**src/rtl/pwr_pkg.sv**
```systemverilog
// Shared constants, types and helper functions of the pooling window reducer.
// Depends on nothing; every other file imports it.
`timescale 1ns / 1ps
`default_nettype none

package pwr_pkg;

   localparam int SAMPLE_BITS    = 16;
   localparam int ACC_BITS       = 22;
   localparam int INDEX_BITS     = 6;
   localparam int COORD_BITS     = 10;
   localparam int CFG_BITS       = 11;
   localparam int KERNEL_BITS    = 4;
   localparam int PHASE_BITS     = 3;
   localparam int DIVISOR_BITS   = 7;
   localparam int CSR_INDEX_BITS = 3;
   localparam int LINE_DEPTH     = 1 << COORD_BITS;

   localparam logic [KERNEL_BITS-1:0] MAX_KERNEL = 4'd8;
   localparam logic [CFG_BITS-1:0]    MAX_WIDTH  = 11'd1024;
   localparam logic [CFG_BITS-1:0]    MAX_HEIGHT = 11'd1024;

   localparam logic MODE_MAX  = 1'b0;
   localparam logic MODE_MEAN = 1'b1;

   localparam logic [CSR_INDEX_BITS-1:0] CSR_MODE        = 3'd0;
   localparam logic [CSR_INDEX_BITS-1:0] CSR_KERNEL_SIZE = 3'd1;
   localparam logic [CSR_INDEX_BITS-1:0] CSR_IN_WIDTH    = 3'd2;
   localparam logic [CSR_INDEX_BITS-1:0] CSR_IN_HEIGHT   = 3'd3;
   localparam logic [CSR_INDEX_BITS-1:0] CSR_OUT_WIDTH   = 3'd4;
   localparam logic [CSR_INDEX_BITS-1:0] CSR_OUT_HEIGHT  = 3'd5;

   typedef struct packed {
      logic req_ready;
      logic commit;
      logic div_start;
      logic load_out;
   } pwr_cmd_type;

   typedef struct packed {
      logic req_valid;
      logic has_result;
      logic mean_mode;
      logic out_free;
   } pwr_status_type;

   function automatic logic [CFG_BITS-1:0] clamp_size(input logic [CFG_BITS-1:0] v,
                                                      input logic [CFG_BITS-1:0] hi);
      logic [CFG_BITS-1:0] r;
      r = v;
      if (v == '0) r = {{(CFG_BITS-1){1'b0}}, 1'b1};
      else if (v > hi) r = hi;
      return r;
   endfunction

   function automatic logic [KERNEL_BITS-1:0] clamp_kernel(input logic [KERNEL_BITS-1:0] v);
      logic [KERNEL_BITS-1:0] r;
      r = v;
      if (v == '0) r = {{(KERNEL_BITS-1){1'b0}}, 1'b1};
      else if (v > MAX_KERNEL) r = MAX_KERNEL;
      return r;
   endfunction

endpackage

`default_nettype wire

```
**src/rtl/pwr_divider.sv**
```systemverilog
// Restoring divider, one quotient bit per cycle, truncating toward zero.
// Divides the signed window sum by kernel_size squared. Depends on pwr_pkg.
`timescale 1ns / 1ps
`default_nettype none

module pwr_divider import pwr_pkg::*; (
   input  wire logic                          clock,
   input  wire logic                          reset,
   input  wire logic                          start,
   input  wire logic signed [ACC_BITS-1:0]    dividend,
   input  wire logic [DIVISOR_BITS-1:0]       divisor,
   output logic                               done,
   output logic signed [SAMPLE_BITS-1:0]      quotient
);

   localparam int COUNT_BITS = $clog2(ACC_BITS + 1);

   logic [COUNT_BITS-1:0]   count_ff, count_in;
   logic                    done_ff, done_in;
   logic [ACC_BITS-1:0]     dq_ff, dq_in;
   logic [DIVISOR_BITS-1:0] rem_ff, rem_in;
   logic [DIVISOR_BITS-1:0] div_ff, div_in;
   logic                    neg_ff, neg_in;

   logic [DIVISOR_BITS:0]   rem_shift;
   logic [DIVISOR_BITS:0]   rem_diff;
   logic [ACC_BITS-1:0]     magnitude;
   logic [ACC_BITS-1:0]     signed_q;

   assign magnitude = dividend[ACC_BITS-1] ? ACC_BITS'(-dividend) : ACC_BITS'(dividend);
   assign rem_shift = {rem_ff, dq_ff[ACC_BITS-1]};
   assign rem_diff  = rem_shift - {1'b0, div_ff};

   always_comb begin
      count_in = count_ff;
      done_in  = done_ff;
      dq_in    = dq_ff;
      rem_in   = rem_ff;
      div_in   = div_ff;
      neg_in   = neg_ff;
      if (start) begin
         count_in = COUNT_BITS'(ACC_BITS);
         done_in  = 1'b0;
         dq_in    = magnitude;
         rem_in   = '0;
         div_in   = divisor;
         neg_in   = dividend[ACC_BITS-1];
      end else if (count_ff != '0) begin
         count_in = count_ff - 1'b1;
         if (rem_shift >= {1'b0, div_ff}) begin
            rem_in = rem_diff[DIVISOR_BITS-1:0];
            dq_in  = {dq_ff[ACC_BITS-2:0], 1'b1};
         end else begin
            rem_in = rem_shift[DIVISOR_BITS-1:0];
            dq_in  = {dq_ff[ACC_BITS-2:0], 1'b0};
         end
         if (count_ff == {{(COUNT_BITS-1){1'b0}}, 1'b1}) done_in = 1'b1;
      end
   end

   always_ff @(posedge clock) begin
      if (reset) begin
         count_ff <= '0;
         done_ff  <= 1'b0;
      end else begin
         count_ff <= count_in;
         done_ff  <= done_in;
      end
      dq_ff  <= dq_in;
      rem_ff <= rem_in;
      div_ff <= div_in;
      neg_ff <= neg_in;
   end

   assign signed_q = neg_ff ? (~dq_ff + 1'b1) : dq_ff;
   assign quotient = signed_q[SAMPLE_BITS-1:0];
   assign done     = done_ff;

   a_start_clears_done: assert property (@(posedge clock) disable iff (reset)
      start |=> !done_ff && (count_ff == COUNT_BITS'(ACC_BITS)))
      else $error("divider start did not restart the iteration");

endmodule

`default_nettype wire

```
**config.mk**
```make
export PLATFORM = sky130hd
export DESIGN_NAME = pwr_divider
export DESIGN_NICKNAME = d
export VERILOG_FILES = /design/src/rtl/pwr_pkg.sv /design/src/rtl/pwr_divider.sv
export SDC_FILE = /design/constraint.sdc
export NUM_CORES = 1
export LEC_CHECK = 0
export BUFFER_PORTS_ARGS = -buffer_cell sky130_fd_sc_hd__buf_2
export CAP_MARGIN = 10
export CORE_MARGIN = 2
export CORE_UTILIZATION = 40
export CTS_CLUSTER_DIAMETER = 40
export CTS_CLUSTER_SIZE = 24
export DETAILED_ROUTE_END_ITERATION = 12
export MAX_ROUTING_LAYER = met4
export PLACE_DENSITY = 0.67
export REMOVE_ABC_BUFFERS = 1
export SLEW_MARGIN = 15
export SYNTH_ARGS = -nofsm -noshare
export SYNTH_HDL_FRONTEND = slang
export SYNTH_SLANG_ARGS = --single-unit
export TNS_END_PERCENT = 5
```
**constraint.sdc**
```tcl
create_clock -name clock -period 2.7 [get_ports clock]
set_input_delay 0.135 -clock clock [delete_from_list [all_inputs] [get_ports clock]]
set_output_delay 0.135 -clock clock [all_outputs]
set_load 0.02 [all_outputs]
```
==> summary.txt <==
Pwr
  – Clock network fraction of design power: 17.9%
  – Psw: roughly 930 uW
  – Comb pwr share: 42.2%
  – Int Power: 1.478 mW
  – Final Power: about 2.4 mW
  – Switching Fraction: 38.57%
  – Cell Pwr Density: 720.5 nW/um2
  – Sequential power share: 39.9%
  – VDD IR max: 0.3091 mV
  – Leak: 1.343 nW

Timing
  – Slew margin rel.: 42.03%
  – Fin. Hold Viols: 0
  – Sum Neg Setup Slack: 0 ps
  – Worst slew pin tran: around 860 ps
  – Unrepaired setup endpoints after global routing: false
  – Hold_ws: between 15 and 20 ps
  – Final Setup Violations: 0
  – Fin Clk Skew: 8.858 ps
  – Final slew viol count: 0
  – Final WS setup: approximately 160 ps
  – Fin crit period: about 2500 ps
  – Final cycle utilization of the critical path: a little over nine tenths
  – Peak Freq: 393.8 MHz

Hold path
  – Min-delay src: divisor[0]
  – Hold Path Depth: 1
  – Worst Hold Path EP: div_ff[0]
  – Hold Crit Class: in -> reg

Placement
  – IO Port Bufs: 48
  – Final HPWL DP: approximately 4.5 mm
  – Post-place setup slack: between 200 and 250 ps
  – Final RePlAce weighted congestion: 0.8516

Logic synthesis
  – Leading area contributor after synthesis: edfxtp_1
  – Synth Warn #: 0
  – Synth Cell Area: 2828 um2
  – Netlist cell types: 42
  – Synth Flop Type: edfxtp_1
  – Syn Inst Count: 306
  – Synth area leaders: edfxtp_1 32%, dfxtp_1 9.2%, xnor2_1 5.9%
  – Async SR Flop Fraction: 0%
  – Number of synthesized register bits: 43
  – Yosys top cell area share: 31.86%
  – Seq/Total Area, Yosys: 41.06%
  – Post-synth EDFFs: 30
  – Syn_area_per_cell: 9.241 um2

Finish
  – Commonest non-fill, non-tap cell in the layout: buf_2
  – Layout area overhead: 18.10%
  – Post-layout util: 48.88%
  – Share of layout cells above drive strength 1: 20.44%
  – Final #Nets: 405
  – Most frequent cells in the layout: 48 x buf_2, 38 x nor2_1, 30 x edfxtp_1
  – N_diodes: 0

Drt
  – Metal3 WL: 232 um
  – DR DRC count: 0
  – Via count: 2,362
  – Drt via density: between 5 and 6
  – Final wirelength: about 6.1 mm
  – Final ANT Viol Nets: 0
  – Met2 Wirelength: 2.815 mm
  – 1st-iter DRT viols: 80
  – Drt pass-1 iters: 4
  – Met1 WL: 2.990 mm
  – Wire per inst: 13.23 um
  – Top sig layer: met4

Clock network
  – Clk_lat worst skew: 300 ps
  – CTS Buffer Depth: 2
  – Post-CTS Setup Inserts: 0
  – CTS root buf: clkbuf_8
  – H-Tree Depth: 2
  – CTS Buf Count: 5
  – CTS Sinks: 43
  – CTS tree: done
  – Clock transition at path regs: approximately 90 ps

Setup path
  – Crit-path max cell delay: 450 ps
  – CP cell instances: or3_4 -> or3_4 -> or2_4 -> o21ai_0 -> xnor2_1 -> buf_2
  – FF-to-FF path depth: 9
  – Most used cell, CP: or3_4
  – Reg-to-Reg Start: dq_ff[21]
  – Crit. End Element: primary output
  – Crit path kind: reg -> out
  – R2R Setup Slk: roughly 230 ps
  – CP Launch Point: dq_ff[4]
  – CP max stage cell: edfxtp_1
  – RR Endpoint: rem_ff[3]
  – Startpoint Class: flip-flop
  – Worst path required time: 2570 ps
  – Arrival @ worst endpoint: 2400 ps
  – Worst-path fanout max: 4

Floorplan
  – Die Width: approximately 90 um
  – Die height: a little under 90 um
  – Placeable Area: 6832 um2
  – I/O pin cnt: a little under 50
  – Row cnt: 30
  – Die area: 7758 um2
  – Initial Util: around 41%

GRT
  – Initial antenna violation count: 0
  – GRT Total Usage: 16.99%
  – First-pass GRT wire length: 10.02 mm
  – Largest net degree at the start of global routing: 32
  – Vias in the first global route: 2,167
  – GR Overflow Total: 0

Run
  – Max_cap viols: 0

Outcome
  – Status: completed
-- registers in the layout, summed over array words and instances (netlist names) --
signal    cells
count_ff      5
div_ff        7
done          1
neg_ff        1
rem_ff        7
dq_ff        22
-- Yosys cell counts, drive strengths merged, types with 2 or more instances --
library cell,n
ha,11
or3,6
a31oi,2
a31o,2
a21oi,29
nor2,38
dfxtp,13
a211oi,7
nor2b,3
nand2b,8
nand3,4
mux2i,7
edfxtp,30
o31ai,8
nand2,19
o41ai,4
xor2,19
inv,19
nor3,9
xnor2,19
nor4,7
buf,4
clkbuf,8
nand4,3
nor3b,2
o21ai,15
-- power groups by stage --
stage / Sequential, mW / Combinational (mW) / Clock [mW]
finish: 0.961 / 1.01 / 0.430
global route: 0.981 / 1.13 / 0.474
CTS: 0.961 / 1.01 / 0.447
detailed placement: 0.973 / 1.01 / 0
global placement: 0.972 / 0.988 / 0
floorplan: 0.951 / 0.725 / 0
-- layer usage --
| metal | up-vias | GRT usage (%) |
|---|---|---|
| met5 | - | - |
| met4 | 0 | 3.306 |
| met3 | 2 | 3.676 |
| met2 | 55 | 26.52 |
| met1 | 1099 | 22.99 |
| li1 | 1206 | - |
-- worst max-delay path by stage --
stage	end	cells past startpoint	slack, ps
floorplan	rem_ff[1]	7	370
global placement	rem_ff[3]	9	380
detailed placement	rem_ff[2]	9	240
CTS	quotient[14]	6	100
global route	rem_ff[3]	8	40
finish	quotient[13]	6	160
-- logic make-up after synthesis --
group                      after synthesis  share of synthesized area (%)
and+or+nand+nor                        104                          18.67
muxes                                    8                          2.876
DFF                                     43                          41.06
adders and majority gates               12                          5.575
xor gates and xnor gates                38                          11.77
AOI/OAI and AO/OA                       70                          15.75
buffers and inverters                   31                          4.292
-- critical path, delay by kind of cell (launching register included) --
kind | cells | cell delay, ps
compound gates | 1 | 230
flops | 1 | 450
buf+inv | 1 | 190
simple gates | 3 | 1070
xor+xnor | 1 | 160
-- stage by stage --
step | cell area (um2) | instances
final | 3339 | 458
after global routing | 3339 | 458
after CTS | 3293 | 454
after detailed placement | 3191 | 445
after global placement | 3191 | 445
after floorplan | 2778 | 294
-- what timing repair did --
action	CTS	global route
hold endpoints to repair	1	4
gates resized for setup	0	1
hold buffers	1	4
setup endpoints to repair	0	1
-- cell type report --
| type | count | area [um2] |
|---|---|---|
| clock buffers | 5 | 68.82 |
| clock inverters | 3 | 23.77 |
| fillers | 675 | 3492 |
| inverters | 19 | 71.32 |
| multi-input cells | 232 | 1551 |
| flip-flops and latches | 43 | 1161 |
| well taps | 96 | 120.1 |
| repair buffers | 60 | 342.8 |
(Power assumes the default switching activity.)
