**src/rtl/pwr_pkg.sv**
```systemverilog
// Shared constants, types and helper functions of the pooling window reducer.
// Depends on nothing; every other file imports it.
`timescale 1ns / 1ps
`default_nettype none

package pwr_pkg;

   localparam int SAMPLE_BITS    = 16;
   localparam int ACC_BITS       = 22;
   localparam int INDEX_BITS     = 6;
   localparam int COORD_BITS     = 10;
   localparam int CFG_BITS       = 11;
   localparam int KERNEL_BITS    = 4;
   localparam int PHASE_BITS     = 3;
   localparam int DIVISOR_BITS   = 7;
   localparam int CSR_INDEX_BITS = 3;
   localparam int LINE_DEPTH     = 1 << COORD_BITS;

   localparam logic [KERNEL_BITS-1:0] MAX_KERNEL = 4'd8;
   localparam logic [CFG_BITS-1:0]    MAX_WIDTH  = 11'd1024;
   localparam logic [CFG_BITS-1:0]    MAX_HEIGHT = 11'd1024;

   localparam logic MODE_MAX  = 1'b0;
   localparam logic MODE_MEAN = 1'b1;

   localparam logic [CSR_INDEX_BITS-1:0] CSR_MODE        = 3'd0;
   localparam logic [CSR_INDEX_BITS-1:0] CSR_KERNEL_SIZE = 3'd1;
   localparam logic [CSR_INDEX_BITS-1:0] CSR_IN_WIDTH    = 3'd2;
   localparam logic [CSR_INDEX_BITS-1:0] CSR_IN_HEIGHT   = 3'd3;
   localparam logic [CSR_INDEX_BITS-1:0] CSR_OUT_WIDTH   = 3'd4;
   localparam logic [CSR_INDEX_BITS-1:0] CSR_OUT_HEIGHT  = 3'd5;

   typedef struct packed {
      logic req_ready;
      logic commit;
      logic div_start;
      logic load_out;
   } pwr_cmd_type;

   typedef struct packed {
      logic req_valid;
      logic has_result;
      logic mean_mode;
      logic out_free;
   } pwr_status_type;

   function automatic logic [CFG_BITS-1:0] clamp_size(input logic [CFG_BITS-1:0] v,
                                                      input logic [CFG_BITS-1:0] hi);
      logic [CFG_BITS-1:0] r;
      r = v;
      if (v == '0) r = {{(CFG_BITS-1){1'b0}}, 1'b1};
      else if (v > hi) r = hi;
      return r;
   endfunction

   function automatic logic [KERNEL_BITS-1:0] clamp_kernel(input logic [KERNEL_BITS-1:0] v);
      logic [KERNEL_BITS-1:0] r;
      r = v;
      if (v == '0) r = {{(KERNEL_BITS-1){1'b0}}, 1'b1};
      else if (v > MAX_KERNEL) r = MAX_KERNEL;
      return r;
   endfunction

endpackage

`default_nettype wire

```
**src/rtl/pwr_ctrl.sv**
```systemverilog
// Controller state machine: sequences accept, line-store update, divide and emit.
// Depends on pwr_pkg; drives the datapath and divider through command signals.
`timescale 1ns / 1ps
`default_nettype none

module pwr_ctrl import pwr_pkg::*; (
   input  wire logic           clock,
   input  wire logic           reset,
   input  wire pwr_status_type status,
   input  wire logic           div_done,
   output pwr_cmd_type         cmd
);

   localparam logic [1:0] ST_IDLE   = 2'd0;
   localparam logic [1:0] ST_UPDATE = 2'd1;
   localparam logic [1:0] ST_DIV    = 2'd2;
   localparam logic [1:0] ST_EMIT   = 2'd3;

   logic [1:0] state_ff, state_in;

   always_comb begin
      state_in = state_ff;
      cmd      = '0;
      unique case (state_ff)
         ST_IDLE: begin
            cmd.req_ready = 1'b1;
            if (status.req_valid) state_in = ST_UPDATE;
         end
         ST_UPDATE: begin
            cmd.commit = 1'b1;
            if (!status.has_result) begin
               state_in = ST_IDLE;
            end else if (status.mean_mode) begin
               cmd.div_start = 1'b1;
               state_in      = ST_DIV;
            end else begin
               state_in = ST_EMIT;
            end
         end
         ST_DIV: begin
            if (div_done) state_in = ST_EMIT;
         end
         ST_EMIT: begin
            if (status.out_free) begin
               cmd.load_out = 1'b1;
               state_in     = ST_IDLE;
            end
         end
         default: state_in = ST_IDLE;
      endcase
   end

   always_ff @(posedge clock) begin
      if (reset) state_ff <= ST_IDLE;
      else state_ff <= state_in;
   end

   a_load_needs_room: assert property (@(posedge clock) disable iff (reset)
      cmd.load_out |-> status.out_free)
      else $error("result loaded over an untaken result");

   a_single_commit: assert property (@(posedge clock) disable iff (reset)
      (state_ff == ST_UPDATE) |=> (state_ff != ST_UPDATE))
      else $error("line store updated twice for one sample");

endmodule

`default_nettype wire

```
**config.mk**
```make
export PLATFORM = sky130hd
export DESIGN_NAME = pwr_ctrl
export DESIGN_NICKNAME = d
export VERILOG_FILES = /design/src/rtl/pwr_pkg.sv /design/src/rtl/pwr_ctrl.sv
export SDC_FILE = /design/constraint.sdc
export NUM_CORES = 1
export LEC_CHECK = 0
export ABC_AREA = 1
export BUFFER_PORTS_ARGS = -buffer_cell sky130_fd_sc_hd__buf_2
export CAP_MARGIN = 20
export CORE_AREA = 2 2 39 41
export CTS_CLUSTER_DIAMETER = 120
export DETAILED_ROUTE_END_ITERATION = 16
export DIE_AREA = 0 0 41 43
export PLACE_DENSITY = 0.33
export SLEW_MARGIN = 30
export SYNTH_ARGS = -nofsm -noshare
export SYNTH_HDL_FRONTEND = slang
export SYNTH_SLANG_ARGS = --single-unit
export TNS_END_PERCENT = 1
```
**constraint.sdc**
```tcl
create_clock -name clock -period 1.9 [get_ports clock]
set_clock_uncertainty 0.2 [all_clocks]
set_input_delay 0.19 -clock clock [delete_from_list [all_inputs] [get_ports clock]]
set_output_delay 0.19 -clock clock [all_outputs]
set_load 0.02 [all_outputs]
```
==> results.sh, run 1 <==
export IMPL_status="complete, no violations"
export IMPL_r2r_setup_slack_ns=0.88
export IMPL_r2r_cells=5
export IMPL_numPortBuffers=10
export IMPL_drt_iter0_markers=9
export IMPL_rows=14
export IMPL_peakVddDrop_mv=0.231
export IMPL_grt_setup_unrepaired="no"
export IMPL_cts_sinks=2
export IMPL_finalSetupTns_ns=0
export IMPL_power_leakage_uw=0.000133
export IMPL_netlist_top_cells_area="dfxtp_1 (30%), nand2_1 (20%), nor2_1 (14%)"
export IMPL_finalCritPeriodShare=0.769
export IMPL_nNetsFinal=47
export IMPL_max_freq_mhz=684
export IMPL_die_x_um=41
export IMPL_syn_area_um2=131
export IMPL_setup_viol_count_final=0
export IMPL_routed_via_count=179
export IMPL_vias_per_cell=3.31
export IMPL_start_util=0.0949
export IMPL_synth_top_cell_by_area="dfxtp_1"
export IMPL_yosys_register_bits=2
export IMPL_first_global_vias=142
export IMPL_wire_per_inst_um=6.80
export IMPL_routabilityCongestion=0.644
export IMPL_hpwlAfterDp_um=292
export IMPL_synth_cell_types=10
export IMPL_powerDensity_nw_per_um2=813
export IMPL_yosys_warnings=0
export IMPL_maxCapViolCount=0
export IMPL_holdPathStages=3
export IMPL_yosysTopAreaCellShare=0.305
export IMPL_worstPathMaxFanout=6
export IMPL_coreArea_um2=1380
export IMPL_timing_rr_end="state_ff[0]$_SDFFE_PP0P_"
export IMPL_pin_count=11
export IMPL_clkSlewWorstSetupHoldPaths_ns=0.03
export IMPL_hold_path_class="primary input to register"
export IMPL_clk_path_buf_depth=2
export IMPL_antenna_cells=0
export IMPL_critPathLaunchType="register"
export IMPL_antenna_found_initial=0
export IMPL_hold_start="status[2]"
export IMPL_layout_common_cells="buf_2 (10), nand2_1 (7), nor2_1 (5)"
export IMPL_syn_nets=31
export IMPL_grt_pass1_wl_um=531
export IMPL_cts_htree_levels=1
export IMPL_cts_buffers=3
export IMPL_cts_setup_buffers=0
export IMPL_cp_required_ns=1.51
export IMPL_fin_crit_ns=1.46
export IMPL_drive_above_1_share=0.421
export IMPL_antenna_left=0
export IMPL_critPathArrivalTime_ns=1.07
export IMPL_fin_hold_ws_ns=0.0505
export IMPL_drcViolationCount=0
export IMPL_fill_cells=163
export IMPL_first_pass_iters=4
export IMPL_cts_root_buf="clkbuf_4"
export IMPL_critPathKind="register to primary output"
export IMPL_max_slew_margin=0.894
export IMPL_dieHeight_um=43
export IMPL_ys_seq_area_frac=0.305
export IMPL_hold_viol=0
export IMPL_tightest_slew_ns=0.157
export IMPL_synth_cells=24
export IMPL_report_final_slew_viol_count=0
export IMPL_insertion_delay_ns=0.22
export IMPL_syn_avg_cell_area_um2=5.47
export IMPL_grt_max_degree=7
export IMPL_design_die_area_um2=1760
export IMPL_cts_tree="yes"
export IMPL_crit_path_end_kind="primary output"
export IMPL_areaGrowthSynthToFinish_pct=78.1
export IMPL_grt_overflow_total=0
export IMPL_final_common_cell="buf_2"
export IMPL_wl_um=367
export IMPL_gr_usage_all_layers=0.0480
## logic make-up (layout without fill, tap and decap cells)
kind of cell	count (synthesis)	after routing	synth area share
AO/OA/AOI/OAI	2	2	0.0761
flip-flops	2	2	0.305
buffers and inverters	5	19	0.143
AND/OR/NAND/NOR	15	15	0.476
## worst max path at each step
stage | endpoint | slack (ns) | cells past startpoint | startpoint
5_1_grt | cmd[1] | 0.31 | 6 | register
3_5_place_dp | cmd[1] | 0.67 | 6 | register
2_1_floorplan | cmd[1] | 0.60 | 4 | state_ff[0]$_SDFFE_PP0P_
6_report | cmd[1] | 0.44 | 5 | state_ff[0]$_SDFFE_PP0P_
3_3_place_gp | cmd[1] | 0.65 | 6 | register
4_1_cts | cmd[1] | 0.42 | 5 | state_ff[0]$_SDFFE_PP0P_
## where the power goes
part | switching, uW | internal (uW) | total [uW]
Combinational | 27.2 | 18.9 | 46.1
Clock | 22.8 | 69.6 | 92.4
Sequential | 5.08 | 46.6 | 51.6
## cell usage after synthesis
library cell,n
nand3_1,1
o21ai_0,1
nand2_2,1
nor2_1,5
a21oi_1,1
inv_1,3
dfxtp_1,2
inv_2,2
and3_1,1
nand2_1,7
## worst max-delay path, stage by stage (launching register included)
cell and delay (ns):
dfxtp_1 0.38, nand2_1 0.11, inv_2 0.07, nand2_2 0.05, nor2_1 0.08, buf_2 0.16
## per-layer routing
metal,track usage,wire length [um],vias up
met1,0.0637,163,69
met2,0.0500,154,9
met3,0.0314,49,0
met4,0.0400,0,0
li1,-,-,101
met5,0,0,-
## layout make-up
| cell class | instances | area [um^2] | share of cell area |
|---|---|---|---|
| Timing Repair Buffer | 11 | 60.1 | 0.257 |
| Inverter | 5 | 18.8 | 0.0802 |
| Multi-Input combinational cell | 17 | 72.6 | 0.310 |
| Clock buffer | 3 | 22.5 | 0.0963 |
| Sequential cell | 2 | 40.0 | 0.171 |
| Tap cell | 16 | 20.0 | 0.0856 |
## timing repair
| item | in CTS | in global routing |
|---|---|---|
| hold buffers | 1 | 0 |
| gates resized for setup | 0 | 0 |
| hold endpoints to repair | 1 | 0 |
## per-stage QoR
step | power [uW] | utilization | setup slack, ns | std cells | instance area [um^2]
after floorplan | 79.6 | - | 0.600 | 24 | 131
after global placement | 98.3 | 0.146 | 0.652 | 50 | 201
after detailed placement | 97.4 | 0.146 | 0.674 | 50 | 201
after CTS | 199 | 0.169 | 0.422 | 54 | 234
after global routing | 207 | 0.169 | 0.314 | 54 | 234
final | 190 | 0.169 | 0.438 | 54 | 234
Power figures use the tool's default switching activity.
==> run 2, diff against run 1 <==
--- a/config.mk
+++ b/config.mk
@@ -12,7 +12,7 @@
 export CTS_CLUSTER_DIAMETER = 120
 export DETAILED_ROUTE_END_ITERATION = 16
 export DIE_AREA = 0 0 41 43
-export PLACE_DENSITY = 0.33
+export PLACE_DENSITY = 0.34
 export SLEW_MARGIN = 30
 export SYNTH_ARGS = -nofsm -noshare
 export SYNTH_HDL_FRONTEND = slang
==> constraint.sdc (replaced) <==
create_clock -name clock -period 1.2 [get_ports clock]
set_clock_uncertainty 0.2 [all_clocks]
set_input_delay 0.12 -clock clock [delete_from_list [all_inputs] [get_ports clock]]
set_output_delay 0.12 -clock clock [all_outputs]
set_load 0.02 [all_outputs]
==> results.sh, run 2 (same netlist as run 1, synthesis figures left out) <==
export IMPL_peakVddDrop_mv=0.278
export IMPL_crit_path_end_kind="primary output"
export IMPL_worstPathMaxFanout=3
export IMPL_critPathLaunchType="register"
export IMPL_power_leakage_uw=0.000166
export IMPL_clkSlewWorstSetupHoldPaths_ns=0.03
export IMPL_pin_count=11
export IMPL_antenna_left=0
export IMPL_crit_family="flip-flops"
export IMPL_layout_common_cells="nand2_1 (6), buf_2 (6), buf_4 (6)"
export IMPL_stdcell_count=60
export IMPL_critPathArrivalTime_ns=0.98
export IMPL_grt_setup_unrepaired="yes"
export IMPL_cp_required_ns=0.88
export IMPL_crit_slowest_cell="dfxtp_2"
export IMPL_timing_rr_end="state_ff[0]$_SDFFE_PP0P_"
export IMPL_rows=14
export IMPL_hold_path_class="primary input to register"
export IMPL_routabilityCongestion=0.627
export IMPL_setup_viol_count_final=4
export IMPL_antenna_cells=0
export IMPL_grt_max_degree=6
export IMPL_first_pass_iters=2
export IMPL_hold_viol=0
export IMPL_tightest_slew_ns=0.167
export IMPL_drt_iter0_markers=3
export IMPL_grt_overflow_total=0
export IMPL_insertion_delay_ns=0.22
export IMPL_status="complete, but fails checks"
export IMPL_violations="negative setup slack"
export IMPL_hold_start="status[2]"
export IMPL_start_util=0.0949
export IMPL_finalPower_uw=349
export IMPL_drive_above_1_share=0.568
export IMPL_nNetsFinal=53
export IMPL_wl_um=473
export IMPL_clk_path_buf_depth=2
export IMPL_critical_path_buf_inv_count=3
export IMPL_design_die_area_um2=1760
export IMPL_powerDensity_nw_per_um2=1130
export IMPL_worstPathCellList="inv_2, nand2_2, inv_2, nand2_2, nor2_2, buf_6"
export IMPL_max_slew_margin=0.887
export IMPL_dieHeight_um=43
export IMPL_areaGrowthSynthToFinish_pct=136
export IMPL_cts_buffers=3
export IMPL_hpwlAfterDp_um=295
export IMPL_gr_usage_all_layers=0.0681
export IMPL_max_stage_delay_ns=0.32
export IMPL_first_global_vias=199
export IMPL_drcViolationCount=0
export IMPL_cts_root_buf="clkbuf_4"
export IMPL_finalCritPeriodShare=1.08
export IMPL_worst_path_stages=6
export IMPL_placed_cells=51
export IMPL_setup_ws_ns=-0.102
export IMPL_holdPathStages=5
export IMPL_r2r_setup_slack_ns=0.13
export IMPL_report_final_slew_viol_count=0
export IMPL_cts_tree="yes"
export IMPL_maxCapViolCount=0
export IMPL_cp_endpoint="cmd[1]"
export IMPL_wire_per_inst_um=7.88
export IMPL_critPathKind="register to primary output"
export IMPL_routed_via_count=207
export IMPL_max_freq_mhz=768
export IMPL_dpl_worst_slack_ns=0.0634
export IMPL_vias_per_cell=3.45
export IMPL_fin_crit_ns=1.30
export IMPL_die_x_um=41
export IMPL_cts_sinks=2
export IMPL_coreArea_um2=1380
export IMPL_fill_cells=162
export IMPL_cts_htree_levels=1
export IMPL_grt_pass1_wl_um=703
export IMPL_antenna_found_initial=0
export IMPL_r2r_cells=5
export IMPL_numPortBuffers=10
run 2: changes by cell type in the layout (fill, tap and decap cells not counted), moves of 2 or more:
| cell | before | now |
|---|---|---|
| buf_2 | 10 | 6 |
| dfxtp_2 | 0 | 2 |
| dfxtp_1 | 2 | 0 |
| buf_6 | 0 | 3 |
| buf_4 | 0 | 6 |
run 2: metal layers:
layer,part of all wire,wire length [um],GRT usage
met5,0,0,0
met3,0.055,26,0.0471
met2,0.50,238,0.0781
met1,0.44,208,0.0703
met4,0,0,0.0800
run 2: worst min path at each step:
stage	endpoint	slack [ns]
after CTS	state_ff[0]$_SDFFE_PP0P_	0.04
final	state_ff[0]$_SDFFE_PP0P_	0.05
after floorplan	register	-0.01
after global routing	register	0.06
after detailed placement	register	0.11
after global placement	register	0.10
run 2: metrics by stage:
| stage | util | TNS, ns | instance area [um^2] | hold slack, ns |
|---|---|---|---|---|
| after floorplan | - | 0 | 134 | -0.0109 |
| after global placement | 0.153 | 0 | 211 | 0.104 |
| after detailed placement | 0.153 | 0 | 211 | 0.109 |
| after CTS | 0.219 | -0.372 | 303 | 0.0442 |
| after global routing | 0.224 | -0.530 | 310 | 0.0582 |
| final | 0.224 | -0.287 | 310 | 0.0505 |
run 2: worst register-to-register path: stages (launching register included):
cell and delay (ns):
dfxtp_2 0.33, inv_2 0.04, buf_4 0.12, o21ai_0 0.16, nor2_1 0.07, nor2_1 0.07
run 2: repair_timing:
action	in CTS	in global routing
hold buffers	2	0
endpoints found under the setup margin	4	4
hold endpoints to repair	2	0
gates resized for setup	7	3
pin swaps	1	1
setup buffers	4	0
run 2: power breakdown:
| part | switching (uW) | total [uW] | internal, uW |
|---|---|---|---|
| logic | 57.4 | 119 | 61.4 |
| registers | 4.55 | 79.6 | 75.0 |
| clock network | 40.2 | 151 | 111 |
| total | 102 | 349 | 247 |
run 2: final cells by class:
| cell class | count | area, um^2 | area share |
|---|---|---|---|
| repair buffers | 17 | 129 | 0.415 |
| multi-input cells | 17 | 77.6 | 0.250 |
| flip-flops and latches | 2 | 42.5 | 0.137 |
| clock buffers | 3 | 22.5 | 0.0726 |
| well taps | 16 | 20.0 | 0.0645 |
| inverters | 5 | 18.8 | 0.0605 |
